File: src/rtl/tmp_pkg.sv
// Shared widths and constants of the triangular motion profile generator.
package tmp_pkg;

  localparam int AXES      = 3;
  localparam int COORD_W   = 24;
  localparam int TIME_W    = 32;
  localparam int ACC_W     = 20;
  localparam int LEN_W     = 25;
  localparam int DUR_W     = 24;
  localparam int HALF_W    = 23;
  localparam int LIM_W     = 46;
  localparam int FRAC_W    = 17;
  localparam int MUL_AW    = 48;
  localparam int MUL_BW    = 24;
  localparam int SQ_W      = 50;
  localparam int TDIV_NW   = 47;
  localparam int FDIV_NW   = 16;

  localparam logic [ACC_W-1:0]  ACCEL_RST = 20'd20000;
  localparam logic [MUL_BW-1:0] DUR_K     = 24'd4000000;
  localparam logic [FRAC_W-1:0] FRAC_ONE  = 17'h10000;

endpackage

File: src/rtl/tmp_in_if.sv
// Request channel carrying tick and start items into the profile generator.
interface tmp_in_if;
  import tmp_pkg::*;

  logic                      valid;
  logic                      ready;
  logic                      opcode;
  logic [TIME_W-1:0]         now_ms;
  logic signed [COORD_W-1:0] start_x;
  logic signed [COORD_W-1:0] start_y;
  logic signed [COORD_W-1:0] start_z;
  logic signed [COORD_W-1:0] dest_x;
  logic signed [COORD_W-1:0] dest_y;
  logic signed [COORD_W-1:0] dest_z;

  modport source (output valid, opcode, now_ms, start_x, start_y, start_z,
                  dest_x, dest_y, dest_z, input ready);
  modport sink   (input valid, opcode, now_ms, start_x, start_y, start_z,
                  dest_x, dest_y, dest_z, output ready);
endinterface

File: src/rtl/tmp_out_if.sv
// Result channel carrying the commanded position out of the profile generator.
interface tmp_out_if;
  import tmp_pkg::*;

  logic                      valid;
  logic                      ready;
  logic                      moving;
  logic signed [COORD_W-1:0] pos_x;
  logic signed [COORD_W-1:0] pos_y;
  logic signed [COORD_W-1:0] pos_z;

  modport source (output valid, moving, pos_x, pos_y, pos_z, input ready);
  modport sink   (input valid, moving, pos_x, pos_y, pos_z, output ready);
endinterface

File: src/rtl/triangular_motion_profile.sv
// Top level of the triangular velocity profile generator for a 3-axis move.
//
// Requests arrive on in_chan (valid/ready). A start request latches the start
// and end points, works out the path length and a duration of 2*sqrt(d/a) ms,
// and is then evaluated like a tick at its own time. A tick request returns
// the commanded point on the piecewise quadratic profile, or the end point
// with moving low once the move is over. Every request gives one result on
// out_chan. cfg_we/cfg_wdata write the acceleration register.
// One request is worked on at a time. A tick during a move passes through
// one evaluation step, three serial multiplies (squaring, scaling by the
// acceleration, interpolation) with the fraction divide before the last, and
// one step to hand the result over. The divide is skipped when the fraction
// saturates, and the scaling as well when nothing has been travelled yet or
// the path is of zero length. A tick after the move ends goes from the
// evaluation step straight to the final step. A start adds two multiplies,
// two roots, the duration divide and one latch step.
// The result sits in an output register, so the next request is taken while
// it waits; if the receiver stalls for longer than the next request takes,
// the block holds in its final step until the register empties.
// Reset is synchronous and clears the move, the points and the times, and
// sets the acceleration to 20000 um/s^2. No clearing pass is needed.
module triangular_motion_profile (
  input  logic                clk,
  input  logic                rst_n,
  tmp_in_if.sink              in_chan,
  tmp_out_if.source           out_chan,
  input  logic                cfg_we,
  input  logic [tmp_pkg::ACC_W-1:0] cfg_wdata
);
  import tmp_pkg::*;

  typedef enum logic [12:0] {
    S_IDLE  = 13'b0000000000001,
    S_SQ    = 13'b0000000000010,
    S_RT1   = 13'b0000000000100,
    S_KM    = 13'b0000000001000,
    S_DV    = 13'b0000000010000,
    S_RT2   = 13'b0000000100000,
    S_LATCH = 13'b0000001000000,
    S_EVAL  = 13'b0000010000000,
    S_QSQ   = 13'b0000100000000,
    S_AQ    = 13'b0001000000000,
    S_FR    = 13'b0010000000000,
    S_LP    = 13'b0100000000000,
    S_DONE  = 13'b1000000000000
  } state_t;

  state_t state_r, state_nxt;
  logic   go_r, go_nxt;
  logic   active_r, active_nxt;
  logic   out_valid_r, out_valid_nxt;
  logic [ACC_W-1:0] accel_r, accel_nxt;
  logic [ACC_W-1:0] a_eff;

  logic [TIME_W-1:0]         now_r;
  logic signed [COORD_W-1:0] st_r   [AXES];
  logic signed [COORD_W-1:0] ds_r   [AXES];
  logic signed [COORD_W-1:0] from_r [AXES];
  logic signed [COORD_W-1:0] to_r   [AXES];
  logic [TIME_W-1:0]         begin_r;
  logic [TIME_W-1:0]         finish_r;
  logic [HALF_W-1:0]         half_r;
  logic [LEN_W-1:0]          len_r;
  logic [LIM_W-1:0]          lim_r;
  logic [LEN_W-1:0]          d_r;
  logic [48:0]               q_r;
  logic [FRAC_W-1:0]         f_r;
  logic                      pend_moving_r;
  logic signed [COORD_W-1:0] pend_pos_r [AXES];
  logic                      out_moving_r;
  logic signed [COORD_W-1:0] out_pos_r  [AXES];

  logic                      in_fire;
  logic [MUL_AW-1:0]         mul_a    [AXES];
  logic [MUL_BW-1:0]         mul_b    [AXES];
  logic [MUL_AW+MUL_BW-1:0]  mul_p    [AXES];
  logic [AXES-1:0]           mul_done;
  logic                      mul_go;
  logic                      mul_all_done;
  logic [SQ_W-1:0]           sq_sum;
  logic [SQ_W-1:0]           sqrt_v;
  logic [SQ_W/2-1:0]         sqrt_root;
  logic                      sqrt_done;
  logic [TDIV_NW-1:0]        tdiv_quo;
  logic                      tdiv_done;
  logic [FDIV_NW-1:0]        fdiv_quo;
  logic                      fdiv_done;

  logic [DUR_W-1:0]          dur;
  logic [TIME_W:0]           fin_sum;
  logic [TIME_W-1:0]         elapsed;
  logic [DUR_W-1:0]          e24;
  logic                      e_lt_h;
  logic [DUR_W:0]            mdiff;
  logic [DUR_W-1:0]          mabs;
  logic [DUR_W-1:0]          sq_op;
  logic [48:0]               q_calc;
  logic                      q_le0;
  logic                      aq_over;
  logic [COORD_W-1:0]        span_mag [AXES];
  logic                      span_neg [AXES];
  logic [COORD_W-1:0]        dd_mag   [AXES];
  logic signed [COORD_W-1:0] lerp_pos [AXES];

  assign in_fire = in_chan.valid & in_chan.ready;
  assign a_eff   = (accel_r == '0) ? ACC_W'(1) : accel_r;

  // Per-axis arithmetic: requested span for the length, latched span for lerp.
  always_comb begin
    for (int i = 0; i < AXES; i++) begin
      logic [COORD_W:0] dd;
      logic [COORD_W:0] sp;
      logic [COORD_W:0] stp;
      logic [COORD_W:0] res;
      logic [40:0]      rnd;
      dd  = {ds_r[i][COORD_W-1], ds_r[i]} - {st_r[i][COORD_W-1], st_r[i]};
      dd_mag[i] = dd[COORD_W] ? COORD_W'(-dd) : dd[COORD_W-1:0];
      sp  = {to_r[i][COORD_W-1], to_r[i]} - {from_r[i][COORD_W-1], from_r[i]};
      span_neg[i] = sp[COORD_W];
      span_mag[i] = sp[COORD_W] ? COORD_W'(-sp) : sp[COORD_W-1:0];
      // Round half away from zero on the magnitude, then apply the sign.
      rnd = mul_p[i][40:0] + 41'h8000;
      stp = rnd[40:16];
      res = span_neg[i] ? {from_r[i][COORD_W-1], from_r[i]} - stp
                        : {from_r[i][COORD_W-1], from_r[i]} + stp;
      lerp_pos[i] = res[COORD_W-1:0];
    end
  end

  assign sq_sum = SQ_W'(mul_p[0][47:0]) + SQ_W'(mul_p[1][47:0]) + SQ_W'(mul_p[2][47:0]);
  assign sqrt_v = (state_r == S_RT1) ? sq_sum : SQ_W'(tdiv_quo);
  assign dur    = sqrt_root[DUR_W-1:0];
  assign fin_sum = {1'b0, now_r} + (TIME_W+1)'(dur);

  // While a move is active the elapsed time never exceeds the duration.
  assign elapsed = (now_r < begin_r) ? '0 : now_r - begin_r;
  assign e24     = elapsed[DUR_W-1:0];
  assign e_lt_h  = e24 < {1'b0, half_r};
  assign mdiff   = {1'b0, half_r, 1'b0} - {1'b0, e24};
  assign mabs    = mdiff[DUR_W] ? DUR_W'(-mdiff) : mdiff[DUR_W-1:0];
  assign sq_op   = e_lt_h ? e24 : mabs;
  // Past half time the travelled distance goes as 2h^2 - (2h - e)^2.
  assign q_calc  = e_lt_h ? {1'b0, mul_p[0][47:0]}
                          : {mul_p[1][47:0], 1'b0} - {1'b0, mul_p[0][47:0]};
  assign q_le0   = q_calc[48] | (q_calc == '0);
  assign aq_over = mul_p[0] >= (MUL_AW+MUL_BW)'(lim_r);

  always_comb begin
    for (int i = 0; i < AXES; i++) begin
      mul_a[i] = '0;
      mul_b[i] = '0;
    end
    unique case (state_r)
      S_SQ: begin
        for (int i = 0; i < AXES; i++) begin
          mul_a[i] = MUL_AW'(dd_mag[i]);
          mul_b[i] = dd_mag[i];
        end
      end
      S_KM: begin
        mul_a[0] = MUL_AW'(d_r);
        mul_b[0] = DUR_K;
      end
      S_QSQ: begin
        mul_a[0] = MUL_AW'(sq_op);
        mul_b[0] = sq_op;
        mul_a[1] = MUL_AW'(half_r);
        mul_b[1] = MUL_BW'(half_r);
      end
      S_AQ: begin
        mul_a[0] = q_r[MUL_AW-1:0];
        mul_b[0] = MUL_BW'(a_eff);
      end
      S_LP: begin
        for (int i = 0; i < AXES; i++) begin
          mul_a[i] = MUL_AW'(span_mag[i]);
          mul_b[i] = MUL_BW'(f_r);
        end
      end
      default: ;
    endcase
  end

  assign mul_go = go_r & ((state_r == S_SQ) || (state_r == S_KM) || (state_r == S_QSQ) ||
                          (state_r == S_AQ) || (state_r == S_LP));
  assign mul_all_done = &mul_done;

  for (genvar g = 0; g < AXES; g++) begin : g_lane
    tmp_mul #(.AW(MUL_AW), .BW(MUL_BW)) u_mul (
      .clk   (clk),
      .rst_n (rst_n),
      .start (mul_go),
      .a     (mul_a[g]),
      .b     (mul_b[g]),
      .done  (mul_done[g]),
      .p     (mul_p[g])
    );
  end

  tmp_sqrt #(.W(SQ_W)) u_sqrt (
    .clk   (clk),
    .rst_n (rst_n),
    .start (go_r & ((state_r == S_RT1) || (state_r == S_RT2))),
    .v     (sqrt_v),
    .done  (sqrt_done),
    .root  (sqrt_root)
  );

  tmp_div #(.NW(TDIV_NW), .DW(ACC_W)) u_tdiv (
    .clk      (clk),
    .rst_n    (rst_n),
    .start    (go_r & (state_r == S_DV)),
    .rem_init ('0),
    .num      (mul_p[0][TDIV_NW-1:0]),
    .den      (a_eff),
    .done     (tdiv_done),
    .quo      (tdiv_quo)
  );

  tmp_div #(.NW(FDIV_NW), .DW(LIM_W)) u_fdiv (
    .clk      (clk),
    .rst_n    (rst_n),
    .start    (go_r & (state_r == S_FR)),
    .rem_init (mul_p[0][LIM_W-1:0]),
    .num      ('0),
    .den      (lim_r),
    .done     (fdiv_done),
    .quo      (fdiv_quo)
  );

  always_comb begin
    state_nxt     = state_r;
    go_nxt        = 1'b0;
    active_nxt    = active_r;
    out_valid_nxt = out_valid_r & ~out_chan.ready;
    accel_nxt     = cfg_we ? cfg_wdata : accel_r;
    unique case (state_r)
      S_IDLE: begin
        if (in_fire) begin
          state_nxt = in_chan.opcode ? S_SQ : S_EVAL;
          go_nxt    = in_chan.opcode;
        end
      end
      S_SQ: begin
        if (mul_all_done) begin
          state_nxt = S_RT1;
          go_nxt    = 1'b1;
        end
      end
      S_RT1: begin
        if (sqrt_done) begin
          state_nxt = S_KM;
          go_nxt    = 1'b1;
        end
      end
      S_KM: begin
        if (mul_all_done) begin
          state_nxt = S_DV;
          go_nxt    = 1'b1;
        end
      end
      S_DV: begin
        if (tdiv_done) begin
          state_nxt = S_RT2;
          go_nxt    = 1'b1;
        end
      end
      S_RT2: begin
        if (sqrt_done) begin
          state_nxt = S_LATCH;
        end
      end
      S_LATCH: begin
        active_nxt = (dur != '0);
        state_nxt  = S_EVAL;
      end
      S_EVAL: begin
        if (!active_r || (now_r > finish_r)) begin
          active_nxt = 1'b0;
          state_nxt  = S_DONE;
        end else begin
          state_nxt = S_QSQ;
          go_nxt    = 1'b1;
        end
      end
      S_QSQ: begin
        if (mul_all_done) begin
          state_nxt = (q_le0 || (len_r == '0)) ? S_LP : S_AQ;
          go_nxt    = 1'b1;
        end
      end
      S_AQ: begin
        if (mul_all_done) begin
          state_nxt = aq_over ? S_LP : S_FR;
          go_nxt    = 1'b1;
        end
      end
      S_FR: begin
        if (fdiv_done) begin
          state_nxt = S_LP;
          go_nxt    = 1'b1;
        end
      end
      S_LP: begin
        if (mul_all_done) begin
          state_nxt = S_DONE;
        end
      end
      S_DONE: begin
        if (!out_valid_r || out_chan.ready) begin
          out_valid_nxt = 1'b1;
          state_nxt     = S_IDLE;
        end
      end
      default: state_nxt = S_IDLE;
    endcase
  end

  always_ff @(posedge clk) begin
    if (!rst_n) begin
      state_r     <= S_IDLE;
      go_r        <= 1'b0;
      active_r    <= 1'b0;
      out_valid_r <= 1'b0;
      accel_r     <= ACCEL_RST;
      begin_r     <= '0;
      finish_r    <= '0;
      half_r      <= '0;
      len_r       <= '0;
      for (int i = 0; i < AXES; i++) begin
        from_r[i] <= '0;
        to_r[i]   <= '0;
      end
    end else begin
      state_r     <= state_nxt;
      go_r        <= go_nxt;
      active_r    <= active_nxt;
      out_valid_r <= out_valid_nxt;
      accel_r     <= accel_nxt;
      if (state_r == S_LATCH) begin
        begin_r <= now_r;
        // A zero duration leaves the previous move's geometry in place.
        if (dur != '0) begin
          finish_r <= fin_sum[TIME_W] ? '1 : fin_sum[TIME_W-1:0];
          half_r   <= dur[DUR_W-1:1];
          len_r    <= d_r;
          for (int i = 0; i < AXES; i++) begin
            from_r[i] <= st_r[i];
            to_r[i]   <= ds_r[i];
          end
        end
      end
    end
  end

  always_ff @(posedge clk) begin
    if (in_fire) begin
      now_r    <= in_chan.now_ms;
      st_r[0]  <= in_chan.start_x;
      st_r[1]  <= in_chan.start_y;
      st_r[2]  <= in_chan.start_z;
      ds_r[0]  <= in_chan.dest_x;
      ds_r[1]  <= in_chan.dest_y;
      ds_r[2]  <= in_chan.dest_z;
    end
    if ((state_r == S_RT1) && sqrt_done) begin
      d_r <= sqrt_root;
    end
    if ((state_r == S_LATCH) && (dur != '0)) begin
      lim_r <= mul_p[0][LIM_W:1];
    end
    if ((state_r == S_QSQ) && mul_all_done) begin
      q_r <= q_calc;
      if (q_le0 || (len_r == '0)) begin
        f_r <= '0;
      end
    end
    if ((state_r == S_AQ) && mul_all_done && aq_over) begin
      f_r <= FRAC_ONE;
    end
    if ((state_r == S_FR) && fdiv_done) begin
      f_r <= FRAC_W'(fdiv_quo);
    end
    if ((state_r == S_EVAL) && (!active_r || (now_r > finish_r))) begin
      pend_moving_r <= 1'b0;
      for (int i = 0; i < AXES; i++) begin
        pend_pos_r[i] <= to_r[i];
      end
    end
    if ((state_r == S_LP) && mul_all_done) begin
      pend_moving_r <= 1'b1;
      for (int i = 0; i < AXES; i++) begin
        pend_pos_r[i] <= lerp_pos[i];
      end
    end
    if ((state_r == S_DONE) && (!out_valid_r || out_chan.ready)) begin
      out_moving_r <= pend_moving_r;
      for (int i = 0; i < AXES; i++) begin
        out_pos_r[i] <= pend_pos_r[i];
      end
    end
  end

  assign in_chan.ready   = (state_r == S_IDLE);
  assign out_chan.valid  = out_valid_r;
  assign out_chan.moving = out_moving_r;
  assign out_chan.pos_x  = out_pos_r[0];
  assign out_chan.pos_y  = out_pos_r[1];
  assign out_chan.pos_z  = out_pos_r[2];

`ifndef NO_ASSERTIONS
  a_lim_set: assert property (@(posedge clk) disable iff (!rst_n)
    (active_r && (state_r == S_QSQ)) |-> (lim_r != '0))
    else $error("active move with a zero distance limit");

  a_frac_range: assert property (@(posedge clk) disable iff (!rst_n)
    (go_r && (state_r == S_LP)) |-> (f_r <= FRAC_ONE))
    else $error("interpolation fraction above one");

  a_out_from_done: assert property (@(posedge clk) disable iff (!rst_n)
    $rose(out_valid_r) |-> $past(state_r == S_DONE))
    else $error("result raised outside the final step");

  a_lerp_only_active: assert property (@(posedge clk) disable iff (!rst_n)
    (state_r == S_QSQ) |-> active_r)
    else $error("profile evaluated without an active move");
`endif
endmodule

File: src/rtl/tmp_mul.sv
// Serial shift-and-add multiplier, one multiplier bit per cycle.
module tmp_mul #(
  parameter int AW = 48,
  parameter int BW = 24
) (
  input  logic             clk,
  input  logic             rst_n,
  input  logic             start,
  input  logic [AW-1:0]    a,
  input  logic [BW-1:0]    b,
  output logic             done,
  output logic [AW+BW-1:0] p
);
  localparam int PW = AW + BW;
  localparam int CW = $clog2(BW + 1);

  logic [PW-1:0] a_sh_r;
  logic [BW-1:0] b_sh_r;
  logic [PW-1:0] acc_r;
  logic [CW-1:0] cnt_r, cnt_nxt;
  logic          busy_r, busy_nxt;
  logic          done_r, done_nxt;

  always_comb begin
    busy_nxt = busy_r;
    done_nxt = 1'b0;
    cnt_nxt  = cnt_r;
    if (start) begin
      busy_nxt = 1'b1;
      cnt_nxt  = CW'(BW);
    end else if (busy_r) begin
      cnt_nxt = cnt_r - CW'(1);
      if (cnt_r == CW'(1)) begin
        busy_nxt = 1'b0;
        done_nxt = 1'b1;
      end
    end
  end

  always_ff @(posedge clk) begin
    if (!rst_n) begin
      busy_r <= 1'b0;
      done_r <= 1'b0;
      cnt_r  <= '0;
    end else begin
      busy_r <= busy_nxt;
      done_r <= done_nxt;
      cnt_r  <= cnt_nxt;
    end
  end

  always_ff @(posedge clk) begin
    if (start) begin
      a_sh_r <= PW'(a);
      b_sh_r <= b;
      acc_r  <= '0;
    end else if (busy_r) begin
      if (b_sh_r[0]) begin
        acc_r <= acc_r + a_sh_r;
      end
      a_sh_r <= {a_sh_r[PW-2:0], 1'b0};
      b_sh_r <= {1'b0, b_sh_r[BW-1:1]};
    end
  end

  assign done = done_r;
  assign p    = acc_r;
endmodule

File: src/rtl/tmp_div.sv
// Restoring divider, one quotient bit per cycle, with a preset partial remainder.
module tmp_div #(
  parameter int NW = 47,
  parameter int DW = 20
) (
  input  logic          clk,
  input  logic          rst_n,
  input  logic          start,
  input  logic [DW-1:0] rem_init,
  input  logic [NW-1:0] num,
  input  logic [DW-1:0] den,
  output logic          done,
  output logic [NW-1:0] quo
);
  localparam int CW = $clog2(NW + 1);

  logic [DW-1:0] rem_r;
  logic [NW-1:0] num_r;
  logic [DW-1:0] den_r;
  logic [CW-1:0] cnt_r, cnt_nxt;
  logic          busy_r, busy_nxt;
  logic          done_r, done_nxt;
  logic [DW:0]   trial;
  logic [DW:0]   diff;
  logic          fits;

  // The partial remainder stays below the divisor, so it always fits DW bits.
  assign trial = {rem_r, num_r[NW-1]};
  assign diff  = trial - {1'b0, den_r};
  assign fits  = trial >= {1'b0, den_r};

  always_comb begin
    busy_nxt = busy_r;
    done_nxt = 1'b0;
    cnt_nxt  = cnt_r;
    if (start) begin
      busy_nxt = 1'b1;
      cnt_nxt  = CW'(NW);
    end else if (busy_r) begin
      cnt_nxt = cnt_r - CW'(1);
      if (cnt_r == CW'(1)) begin
        busy_nxt = 1'b0;
        done_nxt = 1'b1;
      end
    end
  end

  always_ff @(posedge clk) begin
    if (!rst_n) begin
      busy_r <= 1'b0;
      done_r <= 1'b0;
      cnt_r  <= '0;
    end else begin
      busy_r <= busy_nxt;
      done_r <= done_nxt;
      cnt_r  <= cnt_nxt;
    end
  end

  always_ff @(posedge clk) begin
    if (start) begin
      rem_r <= rem_init;
      num_r <= num;
      den_r <= den;
    end else if (busy_r) begin
      rem_r <= fits ? diff[DW-1:0] : trial[DW-1:0];
      num_r <= {num_r[NW-2:0], fits};
    end
  end

  assign done = done_r;
  assign quo  = num_r;
endmodule

File: src/rtl/tmp_sqrt.sv
// Integer square root, one root bit per cycle from two radicand bits.
module tmp_sqrt #(
  parameter int W = 50
) (
  input  logic            clk,
  input  logic            rst_n,
  input  logic            start,
  input  logic [W-1:0]    v,
  output logic            done,
  output logic [W/2-1:0]  root
);
  localparam int HW = W / 2;
  localparam int RW = HW + 1;
  localparam int CW = $clog2(HW + 1);

  logic [W-1:0]    v_r;
  logic [RW-1:0]   rem_r;
  logic [HW-1:0]   root_r;
  logic [CW-1:0]   cnt_r, cnt_nxt;
  logic            busy_r, busy_nxt;
  logic            done_r, done_nxt;
  logic [RW+1:0]   rem_sh;
  logic [RW+1:0]   trial;
  logic [RW+1:0]   diff;
  logic            fits;

  assign rem_sh = {rem_r, v_r[W-1 -: 2]};
  assign trial  = {1'b0, root_r, 2'b01};
  assign diff   = rem_sh - trial;
  assign fits   = rem_sh >= trial;

  always_comb begin
    busy_nxt = busy_r;
    done_nxt = 1'b0;
    cnt_nxt  = cnt_r;
    if (start) begin
      busy_nxt = 1'b1;
      cnt_nxt  = CW'(HW);
    end else if (busy_r) begin
      cnt_nxt = cnt_r - CW'(1);
      if (cnt_r == CW'(1)) begin
        busy_nxt = 1'b0;
        done_nxt = 1'b1;
      end
    end
  end

  always_ff @(posedge clk) begin
    if (!rst_n) begin
      busy_r <= 1'b0;
      done_r <= 1'b0;
      cnt_r  <= '0;
    end else begin
      busy_r <= busy_nxt;
      done_r <= done_nxt;
      cnt_r  <= cnt_nxt;
    end
  end

  always_ff @(posedge clk) begin
    if (start) begin
      v_r    <= v;
      rem_r  <= '0;
      root_r <= '0;
    end else if (busy_r) begin
      v_r    <= {v_r[W-3:0], 2'b00};
      rem_r  <= fits ? diff[RW-1:0] : rem_sh[RW-1:0];
      root_r <= {root_r[HW-2:0], fits};
    end
  end

  assign done = done_r;
  assign root = root_r;
endmodule
File: src/flat_wrapper.sv
// flat-port wrapper written by rule: the top's interface ports become plain ports
module triangular_motion_profile_flat import tmp_pkg::*;
  (clk, rst_n, cfg_we, cfg_wdata, in_chan_valid, in_chan_opcode, in_chan_now_ms, in_chan_start_x, in_chan_start_y, in_chan_start_z, in_chan_dest_x, in_chan_dest_y, in_chan_dest_z, in_chan_ready, out_chan_valid, out_chan_moving, out_chan_pos_x, out_chan_pos_y, out_chan_pos_z, out_chan_ready);
  tmp_in_if in_chan_i ();
  tmp_out_if out_chan_i ();
  input  logic clk;
  input  logic rst_n;
  input  logic cfg_we;
  input  logic [tmp_pkg::ACC_W-1:0] cfg_wdata;
  input wire logic [$bits(in_chan_i.valid)-1:0] in_chan_valid;
  input wire logic [$bits(in_chan_i.opcode)-1:0] in_chan_opcode;
  input wire logic [$bits(in_chan_i.now_ms)-1:0] in_chan_now_ms;
  input wire logic [$bits(in_chan_i.start_x)-1:0] in_chan_start_x;
  input wire logic [$bits(in_chan_i.start_y)-1:0] in_chan_start_y;
  input wire logic [$bits(in_chan_i.start_z)-1:0] in_chan_start_z;
  input wire logic [$bits(in_chan_i.dest_x)-1:0] in_chan_dest_x;
  input wire logic [$bits(in_chan_i.dest_y)-1:0] in_chan_dest_y;
  input wire logic [$bits(in_chan_i.dest_z)-1:0] in_chan_dest_z;
  output wire logic [$bits(in_chan_i.ready)-1:0] in_chan_ready;
  output wire logic [$bits(out_chan_i.valid)-1:0] out_chan_valid;
  output wire logic [$bits(out_chan_i.moving)-1:0] out_chan_moving;
  output wire logic [$bits(out_chan_i.pos_x)-1:0] out_chan_pos_x;
  output wire logic [$bits(out_chan_i.pos_y)-1:0] out_chan_pos_y;
  output wire logic [$bits(out_chan_i.pos_z)-1:0] out_chan_pos_z;
  input wire logic [$bits(out_chan_i.ready)-1:0] out_chan_ready;
  assign in_chan_i.valid = in_chan_valid;
  assign in_chan_i.opcode = in_chan_opcode;
  assign in_chan_i.now_ms = in_chan_now_ms;
  assign in_chan_i.start_x = in_chan_start_x;
  assign in_chan_i.start_y = in_chan_start_y;
  assign in_chan_i.start_z = in_chan_start_z;
  assign in_chan_i.dest_x = in_chan_dest_x;
  assign in_chan_i.dest_y = in_chan_dest_y;
  assign in_chan_i.dest_z = in_chan_dest_z;
  assign in_chan_ready = in_chan_i.ready;
  assign out_chan_valid = out_chan_i.valid;
  assign out_chan_moving = out_chan_i.moving;
  assign out_chan_pos_x = out_chan_i.pos_x;
  assign out_chan_pos_y = out_chan_i.pos_y;
  assign out_chan_pos_z = out_chan_i.pos_z;
  assign out_chan_i.ready = out_chan_ready;
  triangular_motion_profile u_core (.clk(clk), .rst_n(rst_n), .in_chan(in_chan_i), .out_chan(out_chan_i), .cfg_we(cfg_we), .cfg_wdata(cfg_wdata));
endmodule
File: config.mk
export PLATFORM = sky130hd
export DESIGN_NAME = triangular_motion_profile_flat
export DESIGN_NICKNAME = d
export VERILOG_FILES = /design/src/rtl/tmp_pkg.sv /design/src/rtl/tmp_in_if.sv /design/src/rtl/tmp_out_if.sv /design/src/rtl/triangular_motion_profile.sv /design/src/rtl/tmp_mul.sv /design/src/rtl/tmp_div.sv /design/src/rtl/tmp_sqrt.sv /design/src/flat_wrapper.sv
export SDC_FILE = /design/constraint.sdc
export NUM_CORES = 2
export LEC_CHECK = 0
export ABC_CLOCK_PERIOD_IN_PS = 19000
export BUFFER_PORTS_ARGS = -buffer_cell sky130_fd_sc_hd__buf_2
export CAP_MARGIN = 20
export CORE_UTILIZATION = 45
export DETAILED_ROUTE_END_ITERATION = 10
export HOLD_SLACK_MARGIN = 0.05
export PLACE_DENSITY_LB_ADDON = 0.1
export SLEW_MARGIN = 20
export SYNTH_ARGS = -nofsm -noshare
export SYNTH_HDL_FRONTEND = slang
export SYNTH_SLANG_ARGS = --single-unit
File: constraint.sdc
create_clock -name clk -period 19 [get_ports clk]
set_input_delay 3.8 -clock clk [delete_from_list [all_inputs] [get_ports clk]]
set_output_delay 3.8 -clock clk [all_outputs]
set_load 0.03 [all_outputs]
==> results by group <==
Drt
  • Post-Route WL: 331 mm
  • DRC errors left: 0
  • Vias per cell: 5.86
  • Vias post-DR: 81.6k
  • DRT iter0 DRCs: 8375
  • First-pass iteration count of the detailed router: 8
  • Routed Antenna Nets: 0
  • WL/cell: 23.8 um

Flow run
  • Max-Cap Viols: 0

Cells and area
  • Ratio of cells with drive above 1 in the final layout: 7.74%
  • Fill cells: 20.4k
  • Final net count: 12.0k
  • Area grow syn2layout: 11.0%

Global route
  • Antenna violations before repair: 19
  • First-pass GRT wire length: 489 mm
  • Number of global-route vias before repair: 77.5k
  • GRT Total Usage: 29.4%
  • Remaining Overflow, GRT: 0
  • Largest net degree at the start of global routing: 139

Critical path
  • R2r endpoint: u_core.f_r[13]$_SDFFCE_PN0P_
  • Slowest CP cell: a21oi_2
  • Setup crit end kind: flip-flop
  • Crit-path max FO: 28
  • Most used cell, CP: o21ai_0
  • R2r setup slk: 10380 ps
  • Worst Path Class, Setup: flip-flop to flip-flop
  • CP peak stage delay: 780 ps
  • Worst Path Arrival: 9090 ps
  • Critical path startpoint category: flip-flop
  • Reg2Reg Launch Point: u_core.now_r[1]$_DFFE_PP_
  • R2R depth: 29
  • WP data required: 19460 ps

Floorplan
  • Chip height: 469 um
  • Die Width: 469 um
  • Initial Util: 45.3%
  • Io pins: 277
  • Die area: 220000 um^2
  • Core Area: 217000 um^2
  • Num rows: 171

CTS
  • Clock slew at reported path FFs: 70 ps
  • Worst-skew pair later-pin latency: 860 ps
  • Number of CTS-inserted buffers: 174
  • Clk root buf: clkbuf_16
  • Gates resized, CTS repair: 0
  • Number of clock sinks: 1497
  • Hold buffers post-CTS: 0
  • CTS tree: done
  • Max Buffers Root-to-Sink: 3
  • H-tree levels: 4
  • Setup Buffers After CTS: 0

Synthesis
  • Syn. warnings: 0
  • Post-Syn Area: 98200 um^2
  • Unique masters post-synth: 109
  • Top FF cell, synth: edfxtp_1
  • Synth Net Count: 11.8k
  • Yosys top cell area share: 31.3%
  • Yosys reg bits: 1497
  • EDFF count, synth: 1025
  • Area contributors post-synth: edfxtp_1 (31%), ha_1 (9.8%), dfxtp_1 (9.6%)
  • Sequential fraction of the synthesis area: 41.0%
  • Syn Area/Cell: 9.14 um^2
  • Post-synth ARST share: 0%
  • Synthesized instance count: 10.7k
  • Post-synth top area cell: edfxtp_1

STA
  • Final hold violations: 0
  • Final period util: 45.4%
  • Fmax: 0.116 GHz
  • RSZ-0062 raised after global routing: false
  • Min Tclk post-route: 8620 ps
  • Final setup margin: 10380 ps
  • Setup Viol. Count Final: 0
  • Slew of the pin with the lowest slew margin: 1260 ps
  • Max-slew violations: 0
  • Min Hold Slack: 415 ps
  • Worst Skew: 48.4 ps
  • Max transition margin: 15.5%
  • Setup TNS: 0 ps

Power
  • Internal: 7.53 mW
  • Pwr Density: 113 nW/um^2
  • Logic gate share of total power: 39.4%
  • Sequential power share: 32.0%
  • Leak Pwr: 45.0 nW
  • Clock Power Share: 28.6%
  • Sw frac: 38.7%
  • Net Sw Power: 4.76 mW
  • Maximum vdd drop: 0.118 mV

Placed design
  • HPWL after DPL: 253 mm
  • Pre-CTS setup slack: 10530 ps
  • GPL Wtd Cong: 0.963
  • Port buffer count: 276

Min path
  • Hold path depth: 0
  • Hold Startpoint: u_core.pend_pos_r[0][64]$_DFFE_PP_
  • Min-Delay Path Class: flip-flop to flip-flop
  • Endpoint, Worst Hold: u_core.out_pos_r[0][64]$_DFFE_PP_

Status
  • Status: completed
cells by family after synthesis:
logic type	count (synthesis)	share of synthesized area, %
multiplexers	152	1.56
adder cells (fa/ha/maj)	836	11.2
AND/OR/NAND/NOR	3385	16.2
buffers and inverters	1162	4.49
AO/OA/AOI/OAI	2914	18.6
flip-flops	1497	41.0
XOR/XNOR	794	7.08
per-layer routing:
metal | GRT usage [%] | vias to the layer above | wire length, um
met5 | 0 | - | 0
met4 | 11.9 | 0 | 14600
met3 | 4.36 | 501 | 23500
met2 | 45.0 | 2846 | 143000
met1 | 41.4 | 39400 | 149000
li1 | - | 38800 | -
state kept, by name, indices dropped and copies added, names as in the netlist, 26 cells and up:
signal	count
u_core.g_lane.u_mul.a_sh_r	168
u_core.g_lane.u_mul.p	168
u_core.ds_r	72
u_core.from_r	72
u_core.g_lane.u_mul.b_sh_r	72
u_core.out_pos_r	72
u_core.pend_pos_r	72
u_core.st_r	72
u_core.to_r	72
u_core.u_sqrt.v_r	50
u_core.q_r	48
u_core.u_tdiv.quo	47
u_core.lim_r	46
u_core.u_fdiv.den_r	46
u_core.u_fdiv.rem_r	46
u_core.begin_r	32
u_core.finish_r	32
u_core.now_r	32
u_core.u_sqrt.rem_r	26
cell usage in the layout, fill, tap and decap left out, drive strengths merged, types with 31 or more instances in the layout:
| cell type | instances |
|---|---|
| a21boi | 147 |
| nand2 | 1141 |
| nand4 | 91 |
| clkinv | 62 |
| a21o | 301 |
| buf | 430 |
| ha | 769 |
| and2 | 117 |
| nor3 | 160 |
| o21a | 102 |
| o21bai | 71 |
| o31ai | 64 |
| a21oi | 902 |
| edfxtp | 1025 |
| xor2 | 302 |
| and3 | 199 |
| nand3 | 194 |
| dfxtp | 472 |
| or3 | 60 |
| nor3b | 31 |
| o211ai | 53 |
| nor2b | 152 |
| nand2b | 122 |
| nor4 | 68 |
| a211oi | 103 |
| or2 | 39 |
| a31oi | 126 |
| o21ai | 719 |
| inv | 738 |
| clkbuf | 233 |
| mux2i | 143 |
| fa | 67 |
| xnor2 | 492 |
| nor2 | 912 |
through the flow:
| step | power [mW] | cells | utilization, % | area, um^2 |
|---|---|---|---|---|
| finish | 12.3 | 13900 | 50.2 | 109000 |
| global route | 12.9 | 13900 | 50.2 | 109000 |
| CTS | 12.3 | 13900 | 50.2 | 109000 |
| detailed placement | 8.72 | 13600 | 47.4 | 103000 |
| global placement | 8.68 | 13600 | 47.4 | 103000 |
| floorplan | 7.28 | 10700 | - | 98200 |
layout make-up:
type | count | area, um^2 | share of cell area, %
diodes | 14 | 35.0 | 0.0321
clock buffers | 233 | 4830 | 4.43
clock inverters | 95 | 1190 | 1.09
inverters | 731 | 2740 | 2.52
multi-input cells | 8081 | 53800 | 49.4
flip-flops and latches | 1497 | 40200 | 36.9
well taps | 2854 | 3570 | 3.28
repair buffers | 430 | 2580 | 2.36
worst max-delay path by stage:
stage                                           from                            endpoint  depth (start not counted)
floorplan                              in_chan_valid         u_core.ds_r[0][0]$_DFFE_PP_                          1
global placement           u_core.now_r[0]$_DFFE_PP_         u_core.f_r[6]$_SDFFCE_PN0P_                         34
detailed placement         u_core.now_r[0]$_DFFE_PP_        u_core.f_r[10]$_SDFFCE_PN0P_                         34
CTS                        u_core.now_r[0]$_DFFE_PP_        u_core.f_r[10]$_SDFFCE_PN0P_                         34
global route        u_core.to_r[0][48]$_SDFFCE_PN0P_  u_core.pend_pos_r[0][69]$_DFFE_PP_                         36
finish                     u_core.now_r[1]$_DFFE_PP_        u_core.f_r[13]$_SDFFCE_PN0P_                         29
power groups by stage:
stage                     logic (mW)  clock network [mW]  registers, mW
after floorplan                 3.35                   0           3.93
after global placement          4.69                   0           3.99
after detailed placement        4.72                   0           4.00
after CTS                       4.76                3.59           3.93
after global routing            5.26                3.69           3.95
final                           4.85                3.52           3.93
Yosys cell counts (all sizes together) (71+ instances only):
master	instances
a21boi	147
o21bai	71
nor2	912
a211oi	103
a31oi	126
nor2b	152
clkbuf	395
and3	199
nand3	194
and2	117
a21oi	902
nand2b	122
dfxtp	472
xor2	302
inv	730
nand2	1141
o21ai	719
o21a	102
mux2i	143
xnor2	492
a21o	301
edfxtp	1025
nand4	91
ha	769
nor3	160
worst max-delay path, delay by kind of cell, from the launching register on:
family	cells	cell delay [ps]
buf+inv	2	570
compound gates	15	4220
simple gates	10	2260
fa+ha+maj	2	630
flops	1	460
Power figures use the tool's default switching activity.
